### src/jbmc_pkg.sv
// ---------------------------------------------------------------------------
// JPEG baseline marker check package
// Types and constants shared by the marker-walking checker: parse phases,
// marker codes, segment offsets and the fixed-point density constants.
// ---------------------------------------------------------------------------
package jbmc_pkg;

    typedef enum logic [2:0] {
        PH_SOI0   = 3'd0,
        PH_SOI1   = 3'd1,
        PH_PREFIX = 3'd2,
        PH_MARKER = 3'd3,
        PH_LENHI  = 3'd4,
        PH_LENLO  = 3'd5,
        PH_BODY   = 3'd6
    } t_phase;

    typedef logic [16:0] t_offset;
    typedef logic [15:0] t_length;
    typedef logic [7:0]  t_byte;
    typedef logic [22:0] t_dpm;

    localparam t_byte MK_PREFIX   = 8'hFF;
    localparam t_byte MK_SOI      = 8'hD8;
    localparam t_byte MK_TEM      = 8'h01;
    localparam t_byte MK_RST_LO   = 8'hD0;
    localparam t_byte MK_RST_HI   = 8'hD7;
    localparam t_byte MK_SOF0     = 8'hC0;
    localparam t_byte MK_SOF1     = 8'hC1;
    localparam t_byte MK_SOF_LO   = 8'hC2;
    localparam t_byte MK_SOF_HI   = 8'hCF;
    localparam t_byte MK_DHT      = 8'hC4;
    localparam t_byte MK_JPG      = 8'hC8;
    localparam t_byte MK_DAC      = 8'hCC;
    localparam t_byte MK_SOS      = 8'hDA;
    localparam t_byte MK_APP0     = 8'hE0;

    localparam t_length LEN_MIN      = 16'd2;
    localparam t_length LEN_JFIF_MIN = 16'd16;

    localparam t_offset OFF_LEN_DONE  = 17'd3;
    localparam t_offset OFF_SIG_FIRST = 17'd4;
    localparam t_offset OFF_SIG_LAST  = 17'd8;
    localparam t_offset OFF_COMP      = 17'd9;
    localparam t_offset OFF_UNITS     = 17'd11;
    localparam t_offset OFF_XHI       = 17'd12;
    localparam t_offset OFF_XLO       = 17'd13;
    localparam t_offset OFF_YHI       = 17'd14;
    localparam t_offset OFF_YLO       = 17'd15;

    localparam t_byte COMP_GREY   = 8'd1;
    localparam t_byte COMP_COLOUR = 8'd3;

    localparam t_byte UNITS_INCH = 8'd1;
    localparam t_byte UNITS_CM   = 8'd2;

    localparam t_byte JFIF_SIG [5] = '{8'h4A, 8'h46, 8'h49, 8'h46, 8'h00};

    // Inch density: (v*10000 + 127) / 254 equals (v*5000 + 63) / 127.
    localparam logic [12:0] INCH_MUL  = 13'd5000;
    localparam logic [5:0]  INCH_ADD  = 6'd63;
    localparam logic [6:0]  INCH_DIV  = 7'd127;
    localparam logic [29:0] INCH_RECIP = 30'd541098242;
    localparam int          INCH_SHIFT = 36;
    localparam logic [6:0]  CM_MUL    = 7'd100;

endpackage

### src/jpeg_baseline_marker_check.sv
// ---------------------------------------------------------------------------
// JPEG baseline marker check
// Walks the marker segments of a JPEG file presented one byte per word and
// gives one verdict per file, with the component count and JFIF density.
//
//   channel   direction  handshake                   payload
//   input     in         i_in_valid / o_in_ready     byte value, last byte flag
//   result    out        o_out_valid / i_out_ready   verdict, components, density
//
// One input word is taken every cycle unless the result stalls; a result is
// written from its word through the input register, then the result register.
// The density conversion runs in a three-stage multiply pipeline beside the
// parser; it finishes long before any later SOF segment can be accepted.
// Reset is synchronous; it clears the parser and the saved density.
// A stalled result holds the parser; one further word is held in the input
// register meanwhile.
// ---------------------------------------------------------------------------
module jpeg_baseline_marker_check (
    input  logic                  i_clk,
    input  logic                  i_rst_n,
    input  logic                  i_in_valid,
    output logic                  o_in_ready,
    input  jbmc_pkg::t_byte       i_byte_value,
    input  logic                  i_last_byte,
    output logic                  o_out_valid,
    input  logic                  i_out_ready,
    output logic                  o_accepted,
    output jbmc_pkg::t_byte       o_component_count,
    output jbmc_pkg::t_dpm        o_dots_per_meter_x,
    output jbmc_pkg::t_dpm        o_dots_per_meter_y
);
    import jbmc_pkg::*;

    logic    r_in_valid;
    t_byte   r_in_byte;
    logic    r_in_last;

    t_phase  r_phase, n_phase;
    t_offset r_off, n_off;
    t_length r_len, n_len;
    t_byte   r_marker, n_marker;
    logic    r_sig_ok, n_sig_ok;
    t_byte   r_units, n_units;
    t_length r_dx, n_dx;
    t_length r_dy, n_dy;
    t_dpm    r_saved_x, r_saved_y;
    t_byte   r_comp, n_comp;
    logic    r_verdict_given, n_verdict_given;

    logic    r_out_valid;
    logic    r_out_acc;
    t_byte   r_out_comp;
    t_dpm    r_out_dx, r_out_dy;

    logic    w_stall, w_fire;
    logic    w_reject, w_accept, w_result;
    t_offset w_off;
    t_length w_len;
    t_offset w_target;
    logic    w_end;
    logic    w_is_sof, w_is_jfif;
    logic    w_standalone, w_bad_marker;
    logic    w_sig_match;
    logic    w_density_go;

    // Density pipeline, one lane for each axis.
    logic        r_da_valid, r_db_valid, r_dc_valid;
    t_byte       r_da_units, r_db_units, r_dc_units;
    t_length     r_da_v [2];
    logic [28:0] r_db_m [2];
    t_dpm        r_db_h [2];
    logic [28:0] r_dc_m [2];
    t_dpm        r_dc_h [2];
    logic [58:0] r_dc_prod [2];
    t_dpm        w_dpm [2];

    assign w_stall    = r_out_valid && !i_out_ready;
    assign w_fire     = r_in_valid && !w_stall;
    assign o_in_ready = !r_in_valid || !w_stall;

    assign w_is_sof  = (r_marker == MK_SOF0) || (r_marker == MK_SOF1);
    assign w_off     = (r_phase == PH_LENLO) ? OFF_LEN_DONE : r_off + 17'd1;
    assign w_len     = (r_phase == PH_LENLO) ? {r_len[15:8], r_in_byte} : r_len;
    assign w_is_jfif = (r_marker == MK_APP0) && (w_len >= LEN_JFIF_MIN);
    assign w_end     = (w_off >= w_target);

    always_comb begin
        w_target = {1'b0, w_len} + 17'd1;
        if (w_is_sof && (w_target < OFF_COMP)) begin
            w_target = OFF_COMP;
        end
    end

    assign w_standalone = (r_in_byte == MK_SOI) || (r_in_byte == MK_TEM)
        || ((r_in_byte >= MK_RST_LO) && (r_in_byte <= MK_RST_HI));
    assign w_bad_marker = ((r_in_byte >= MK_SOF_LO) && (r_in_byte <= MK_SOF_HI)
        && (r_in_byte != MK_DHT) && (r_in_byte != MK_JPG) && (r_in_byte != MK_DAC))
        || (r_in_byte == MK_SOS);

    always_comb begin
        t_offset sig_idx;
        sig_idx     = w_off - OFF_SIG_FIRST;
        w_sig_match = (r_in_byte == JFIF_SIG[sig_idx[2:0]]);
    end

    // Verdict decode.
    always_comb begin
        w_reject = 1'b0;
        w_accept = 1'b0;
        if (!r_verdict_given) begin
            case (r_phase)
                PH_SOI0:   w_reject = (r_in_byte != MK_PREFIX);
                PH_SOI1:   w_reject = (r_in_byte != MK_SOI);
                PH_PREFIX: w_reject = (r_in_byte != MK_PREFIX);
                PH_MARKER: w_reject = !w_standalone && w_bad_marker;
                PH_LENHI:  w_reject = 1'b0;
                PH_LENLO: begin
                    w_reject = (w_len < LEN_MIN);
                    w_accept = !w_reject && w_is_sof && w_end;
                end
                PH_BODY: begin
                    w_reject = w_is_sof && (w_off == OFF_COMP)
                        && (r_in_byte != COMP_GREY) && (r_in_byte != COMP_COLOUR);
                    w_accept = !w_reject && w_is_sof && w_end;
                end
                default:   w_reject = 1'b1;
            endcase
        end
    end

    assign w_result = w_reject || w_accept || (r_in_last && !r_verdict_given);

    // Next-state decode.
    always_comb begin
        n_phase         = r_phase;
        n_off           = r_off;
        n_len           = r_len;
        n_marker        = r_marker;
        n_sig_ok        = r_sig_ok;
        n_units         = r_units;
        n_dx            = r_dx;
        n_dy            = r_dy;
        n_comp          = r_comp;
        n_verdict_given = r_verdict_given || w_result;
        w_density_go    = 1'b0;
        if (!r_verdict_given) begin
            case (r_phase)
                PH_SOI0:   n_phase = PH_SOI1;
                PH_SOI1:   n_phase = PH_PREFIX;
                PH_PREFIX: n_phase = PH_MARKER;
                PH_MARKER: begin
                    if (w_standalone) begin
                        n_phase = PH_PREFIX;
                    end else begin
                        n_marker = r_in_byte;
                        n_phase  = PH_LENHI;
                    end
                end
                PH_LENHI: begin
                    n_len   = {r_in_byte, 8'h00};
                    n_phase = PH_LENLO;
                end
                PH_LENLO: begin
                    n_len    = w_len;
                    n_off    = w_off;
                    n_sig_ok = 1'b0;
                    n_phase  = w_end ? PH_PREFIX : PH_BODY;
                end
                PH_BODY: begin
                    n_off = w_off;
                    if (w_is_jfif) begin
                        if ((w_off >= OFF_SIG_FIRST) && (w_off <= OFF_SIG_LAST)) begin
                            n_sig_ok = ((w_off == OFF_SIG_FIRST) || r_sig_ok) && w_sig_match;
                        end else if (w_off == OFF_UNITS) begin
                            n_units = r_in_byte;
                        end else if (w_off == OFF_XHI) begin
                            n_dx = {r_in_byte, 8'h00};
                        end else if (w_off == OFF_XLO) begin
                            n_dx = {r_dx[15:8], r_in_byte};
                        end else if (w_off == OFF_YHI) begin
                            n_dy = {r_in_byte, 8'h00};
                        end else if (w_off == OFF_YLO) begin
                            n_dy         = {r_dy[15:8], r_in_byte};
                            w_density_go = r_sig_ok;
                        end
                    end
                    if (w_is_sof && (w_off == OFF_COMP)) begin
                        n_comp = r_in_byte;
                    end
                    n_phase = w_end ? PH_PREFIX : PH_BODY;
                end
                default:   n_phase = r_phase;
            endcase
        end
    end

    always_ff @(posedge i_clk) begin
        if (!i_rst_n) begin
            r_in_valid <= 1'b0;
        end else if (o_in_ready) begin
            r_in_valid <= i_in_valid;
        end
        if (o_in_ready) begin
            r_in_byte <= i_byte_value;
            r_in_last <= i_last_byte;
        end
    end

    always_ff @(posedge i_clk) begin
        if (!i_rst_n || (w_fire && r_in_last)) begin
            r_phase         <= PH_SOI0;
            r_verdict_given <= 1'b0;
            r_off           <= '0;
            r_len           <= '0;
            r_marker        <= '0;
            r_sig_ok        <= 1'b0;
            r_units         <= '0;
            r_dx            <= '0;
            r_dy            <= '0;
            r_comp          <= '0;
        end else if (w_fire) begin
            r_phase         <= n_phase;
            r_verdict_given <= n_verdict_given;
            r_off           <= n_off;
            r_len           <= n_len;
            r_marker        <= n_marker;
            r_sig_ok        <= n_sig_ok;
            r_units         <= n_units;
            r_dx            <= n_dx;
            r_dy            <= n_dy;
            r_comp          <= n_comp;
        end
    end

    always_ff @(posedge i_clk) begin
        if (!i_rst_n) begin
            r_out_valid <= 1'b0;
        end else if (w_fire && w_result) begin
            r_out_valid <= 1'b1;
        end else if (i_out_ready) begin
            r_out_valid <= 1'b0;
        end
        if (w_fire && w_result) begin
            r_out_acc  <= w_accept;
            r_out_comp <= w_accept ? n_comp : '0;
            r_out_dx   <= w_accept ? r_saved_x : '0;
            r_out_dy   <= w_accept ? r_saved_y : '0;
        end
    end

    always_ff @(posedge i_clk) begin
        if (!i_rst_n || (w_fire && r_in_last)) begin
            r_da_valid <= 1'b0;
            r_db_valid <= 1'b0;
            r_dc_valid <= 1'b0;
        end else begin
            r_da_valid <= w_fire && w_density_go;
            r_db_valid <= r_da_valid;
            r_dc_valid <= r_db_valid;
        end
        if (w_fire && w_density_go) begin
            r_da_units <= r_units;
            r_da_v[0]  <= r_dx;
            r_da_v[1]  <= n_dy;
        end
        r_db_units <= r_da_units;
        r_dc_units <= r_db_units;
        for (int i = 0; i < 2; i++) begin
            r_db_m[i]    <= ({13'b0, r_da_v[i]} * INCH_MUL) + 29'(INCH_ADD);
            r_db_h[i]    <= {7'b0, r_da_v[i]} * CM_MUL;
            r_dc_m[i]    <= r_db_m[i];
            r_dc_h[i]    <= r_db_h[i];
            r_dc_prod[i] <= {30'b0, r_db_m[i]} * INCH_RECIP;
        end
    end

    // The reciprocal product is exact or one short; a remainder check fixes it.
    always_comb begin
        t_dpm        q0;
        logic [29:0] rem;
        for (int i = 0; i < 2; i++) begin
            q0  = r_dc_prod[i][INCH_SHIFT +: 23];
            rem = {1'b0, r_dc_m[i]} - ({q0, 7'b0} - {7'b0, q0});
            if (rem >= 30'(INCH_DIV)) begin
                q0 = q0 + 23'd1;
            end
            if (r_dc_units == UNITS_INCH) begin
                w_dpm[i] = q0;
            end else if (r_dc_units == UNITS_CM) begin
                w_dpm[i] = r_dc_h[i];
            end else begin
                w_dpm[i] = '0;
            end
        end
    end

    always_ff @(posedge i_clk) begin
        if (!i_rst_n || (w_fire && r_in_last)) begin
            r_saved_x <= '0;
            r_saved_y <= '0;
        end else if (r_dc_valid) begin
            r_saved_x <= w_dpm[0];
            r_saved_y <= w_dpm[1];
        end
    end

    assign o_out_valid        = r_out_valid;
    assign o_accepted         = r_out_acc;
    assign o_component_count  = r_out_comp;
    assign o_dots_per_meter_x = r_out_dx;
    assign o_dots_per_meter_y = r_out_dy;

    a_accept_components : assert property (@(posedge i_clk) disable iff (!i_rst_n)
        (o_out_valid && o_accepted)
        |-> (o_component_count == COMP_GREY || o_component_count == COMP_COLOUR))
        else $error("Accepted word carries an invalid component count.");

    a_reject_zero : assert property (@(posedge i_clk) disable iff (!i_rst_n)
        (o_out_valid && !o_accepted)
        |-> (o_component_count == '0 && o_dots_per_meter_x == '0
             && o_dots_per_meter_y == '0))
        else $error("Reject word carries non-zero fields.");

    a_restart : assert property (@(posedge i_clk) disable iff (!i_rst_n)
        (w_fire && r_in_last) |=> (r_phase == PH_SOI0 && !r_verdict_given))
        else $error("Parser did not restart after the final byte.");

    a_density_single : assert property (@(posedge i_clk) disable iff (!i_rst_n)
        $onehot0({r_da_valid, r_db_valid, r_dc_valid}))
        else $error("Two density conversions in flight at once.");

endmodule

### config.mk
export PLATFORM = sky130hd
export DESIGN_NAME = jpeg_baseline_marker_check
export DESIGN_NICKNAME = d
export VERILOG_FILES = /design/src/jbmc_pkg.sv /design/src/jpeg_baseline_marker_check.sv
export SDC_FILE = /design/constraint.sdc
export NUM_CORES = 2
export LEC_CHECK = 0
export ABC_AREA = 1
export ABC_CLOCK_PERIOD_IN_PS = 11600
export CAP_MARGIN = 20
export CORE_ASPECT_RATIO = 1.75
export CORE_MARGIN = 4
export CORE_UTILIZATION = 40
export DETAILED_ROUTE_END_ITERATION = 10
export DONT_BUFFER_PORTS = 1
export SYNTH_ARGS = -nofsm -noshare
export SYNTH_HDL_FRONTEND = slang
export SYNTH_SLANG_ARGS = --single-unit
### constraint.sdc
create_clock -name i_clk -period 11.6 [get_ports i_clk]
set_clock_uncertainty 0.15 [all_clocks]
set_input_delay 0.58 -clock i_clk [delete_from_list [all_inputs] [get_ports i_clk]]
set_output_delay 0.58 -clock i_clk [all_outputs]
set_load 0.05 [all_outputs]
==> results.md <==
- Status: finished, final reports clean
- TritonCTS clock tree: built
- Htree depth: 2
- Area grow syn2layout: 7.72%
- Final Cell Area: 48900 µm²
- HP Class: input pin to register
- Yosys reg bits: 499
- Reg clk slew, reported paths: 0.06 ns
- Drt pass-1 iters: 5
- Fmax: 178 MHz
- Core area: 113000 µm²
- Grt ovf: 0
- Rel. slew slack: 0.347
- Number of synthesized flops with an enable pin: 104
- Avg WL per Cell: 17.7 µm
- Hold_buf cts: 11
- Final setup viols: 0
- Initial antenna violation count: 1
- Final WL: 133 mm
- Hold Path Cell Cnt: 5
- Most common cell on crit path: inv_1
- Residual DRC count: 0
- I/O Buffers: 0
- Final ANT Viol Nets: 0
- RSZ-0062 raised after global routing: false
- Cell Rows: 163
- Min Hold Slack: 0.137 ns
- Worst-margin pin slew: 0.978 ns
- Maximum VDD drop: 0.000125 V
- Crit-path max FO: 5
- Max-cap violations: 0
- Slowest cell delay on critical path: 0.54 ns
- Critical path type: register to register
- Synth cell types: 64
- Worst R2R Setup Slack: 5.98 ns
- P per Cell Area: 74.5 nW/µm²
- Capturing point of the worst reg2reg path: r_db_m[0][23]
- Clock power share: 0.479
- Clock sinks: 499
- Final setup TNS: 0 ns
- Logic pwr share: 0.018
- Worst path cell trace: inv_1 -> fa_1 -> inv_1 -> ha_1 -> inv_1 -> fa_1 -> inv_1 -> ha_1 -> inv_1 -> fa_1 -> inv_1 -> ha_1 -> a21oi_1 -> o21ai_0 -> a21o_1 -> a21oi_1 -> xor2_1 -> nor3_1 -> nand2_1 -> nor2_1 -> xor2_1 -> inv_1
- DR iter-0 viols: 2024
- Avg Synthesized Cell Area: 7.64 µm²
- WHS Endpoint: o_out_valid
- Sw frac: 0.239
- WP data required: 11.95 ns
- Critical path's slowest cell: fa_1
- CP top delay family: adder cells
- # IOs: 70
- CTS Buf Count: 51
- Critical path endpoint category: register
- Layout Utilization: 0.434
- Hold Startpoint: i_out_ready
- Initial Util: 0.403
- Mapped Nets: 6949
- Die height: 454 µm
- Yosys warning total: 0
- Worst-skew pair later-pin latency: 0.63 ns
- Dominant synthesized flop cell: dfxtp_1
- CP Buf/Inv Count: 7
- Reg-to-Reg Start: r_da_v[0][9]
- Commonest cells after routing, fill and taps aside: inv_1 (1296), nand2_1 (1057), ha_1 (779)
- Seq/Total Area, Yosys: 0.243
- # diodes: 0
- Die Width: 263 µm
- Setup WS post-layout: 5.98 ns
- Full die area: 119000 µm²
- Number of post-CTS setup repair buffers: 0
- Worst R2R Path Depth: 22
- Vias in the first global route: 38800
- Slew Limit Fails: 0
- Post-cts sizing count: 0
- Fin crit share: 0.484
- Via density: 5.09
- Placer congestion estimate: 0.998
- Vias post-DR: 38100
- Layout cell share with drive strength beyond 1: 0.0324
- Post-DP HPWL: 111 mm
- Placed instance area: 47000 µm²
- Fin crit period: 5.62 ns
- Fin. Hold Viols: 0
- Total Nets Final: 6953
- Bufs on Longest Clock Path: 3
- Cells after Synth: 5947
- Commonest non-fill, non-tap cell in the layout: inv_1
- Total GRT Usage: 0.218
- Worst Path Arrival: 5.96 ns
- FFs w/ async S/R, synth: 0
- Sequential power share: 0.503
- First-pass GRT wire length: 207 mm
- Clock root buffer: clkbuf_16
- Pint: 2770 µW
- P_leak: 0.0254 µW
- Largest net degree at the start of global routing: 91
- Synthesized area: 45400 µm²
- DP Worst Slack: 6.00 ns
- Net Switching: 869 µW
- Crit path launch type: register
## worst max-delay path by stage
| stage | from | to | slack, ns | cells past startpoint |
|---|---|---|---|---|
| after global routing | r_da_v[0][5] | r_db_m[0][23] | 5.59 | 23 |
| after floorplan | r_off[0] | r_da_units[0] | 6.42 | 13 |
| final | r_da_v[0][9] | r_db_m[0][23] | 5.98 | 22 |
| after CTS | r_da_v[0][5] | r_db_m[0][23] | 5.98 | 22 |
| after global placement | r_da_v[0][9] | r_db_m[0][23] | 6.07 | 22 |
| after detailed placement | r_da_v[0][5] | r_db_m[0][23] | 6.00 | 22 |
## flip-flops by register name, summed over array words and instances (netlist names), 16 cells and up
signal and flops:
r_dc_prod 54, r_db_m 52, r_dc_m 44, r_db_h 42
r_dc_h 42, r_da_v 32, o_dots_per_meter_x 23, o_dots_per_meter_y 23
r_saved_x 23, r_saved_y 23, r_off 17, r_dx 16
r_dy 16, r_len 16
## cells in the mapped netlist, types with 8 or more instances
library cell,instances,area [µm²]
dfxtp_1,395,7910
nor4_1,31,194
inv_2,12,45.0
o21ai_1,10,50.1
o21ai_0,234,1170
o21a_1,27,203
o211ai_1,9,67.6
nor2_1,477,1790
o21bai_1,21,158
buf_2,15,75.1
a21oi_1,387,1940
inv_1,1297,4870
a21boi_0,9,67.6
nand3_2,8,80.1
nand2_1,1059,3980
nand2_2,10,62.6
a31oi_1,40,250
nand4_1,106,663
fa_1,210,4200
nor3_1,66,330
ha_1,779,9750
xnor2_1,48,420
nor2_2,12,75.1
nand3_1,251,1260
nor2_4,9,101
xor2_1,151,1320
nand3b_1,22,165
a21o_1,13,97.6
clkbuf_1,46,173
edfxtp_1,104,3120
## layer usage
metal	vias to the layer above	global-route usage	share of wire
li1	19000	-	-
met4	0	0.124	0.067
met5	-	0	0
met3	366	0.0200	0.030
met2	867	0.427	0.53
met1	17800	0.225	0.37
## cell type report
class,instances,area [µm²]
multi-input cells,4062,29100
clock buffers,64,1480
repair buffers,23,200
clock inverters,32,295
flip-flops and latches,499,11000
well taps,1485,1860
inverters,1314,4940
fillers,11500,63900
## cells by family after synthesis
group / after synthesis / synth area share
DFF: 499 / 0.243
buffers and inverters: 1386 / 0.117
xor gates and xnor gates: 200 / 0.0387
adders and majority gates: 989 / 0.307
and+or+nand+nor: 2088 / 0.200
AOI/OAI and AO/OA: 785 / 0.0946
## worst reg2reg max path, stage by stage (launching register included)
cell and delay, ns:
edfxtp_1 0.43, inv_1 0.23, fa_1 0.54, inv_1 0.05
ha_1 0.27, inv_1 0.05, fa_1 0.53, inv_1 0.04
ha_1 0.26, inv_1 0.05, fa_1 0.49, inv_1 0.04
ha_1 0.35, a21oi_1 0.25, o21ai_0 0.21, a21o_1 0.21
a21oi_1 0.23, xor2_1 0.17, nor3_1 0.43, nand2_1 0.16
nor2_1 0.14, xor2_1 0.15, inv_1 0.06
## stage by stage
stage | cells | total power [µW]
after floorplan | 5947 | 1910
after global placement | 7372 | 1930
after detailed placement | 7372 | 1930
after CTS | 7479 | 3690
after global routing | 7479 | 3760
final | 7479 | 3640
## power by group through the flow
stage	registers, µW	logic (µW)	clock network [µW]
after CTS	1830	65.8	1800
after global placement	1870	61.9	0
after detailed placement	1870	62.6	0
after floorplan	1860	47.2	0
final	1830	65.4	1750
after global routing	1830	73.7	1860
No activity file was read; power rests on OpenSTA's default activity.
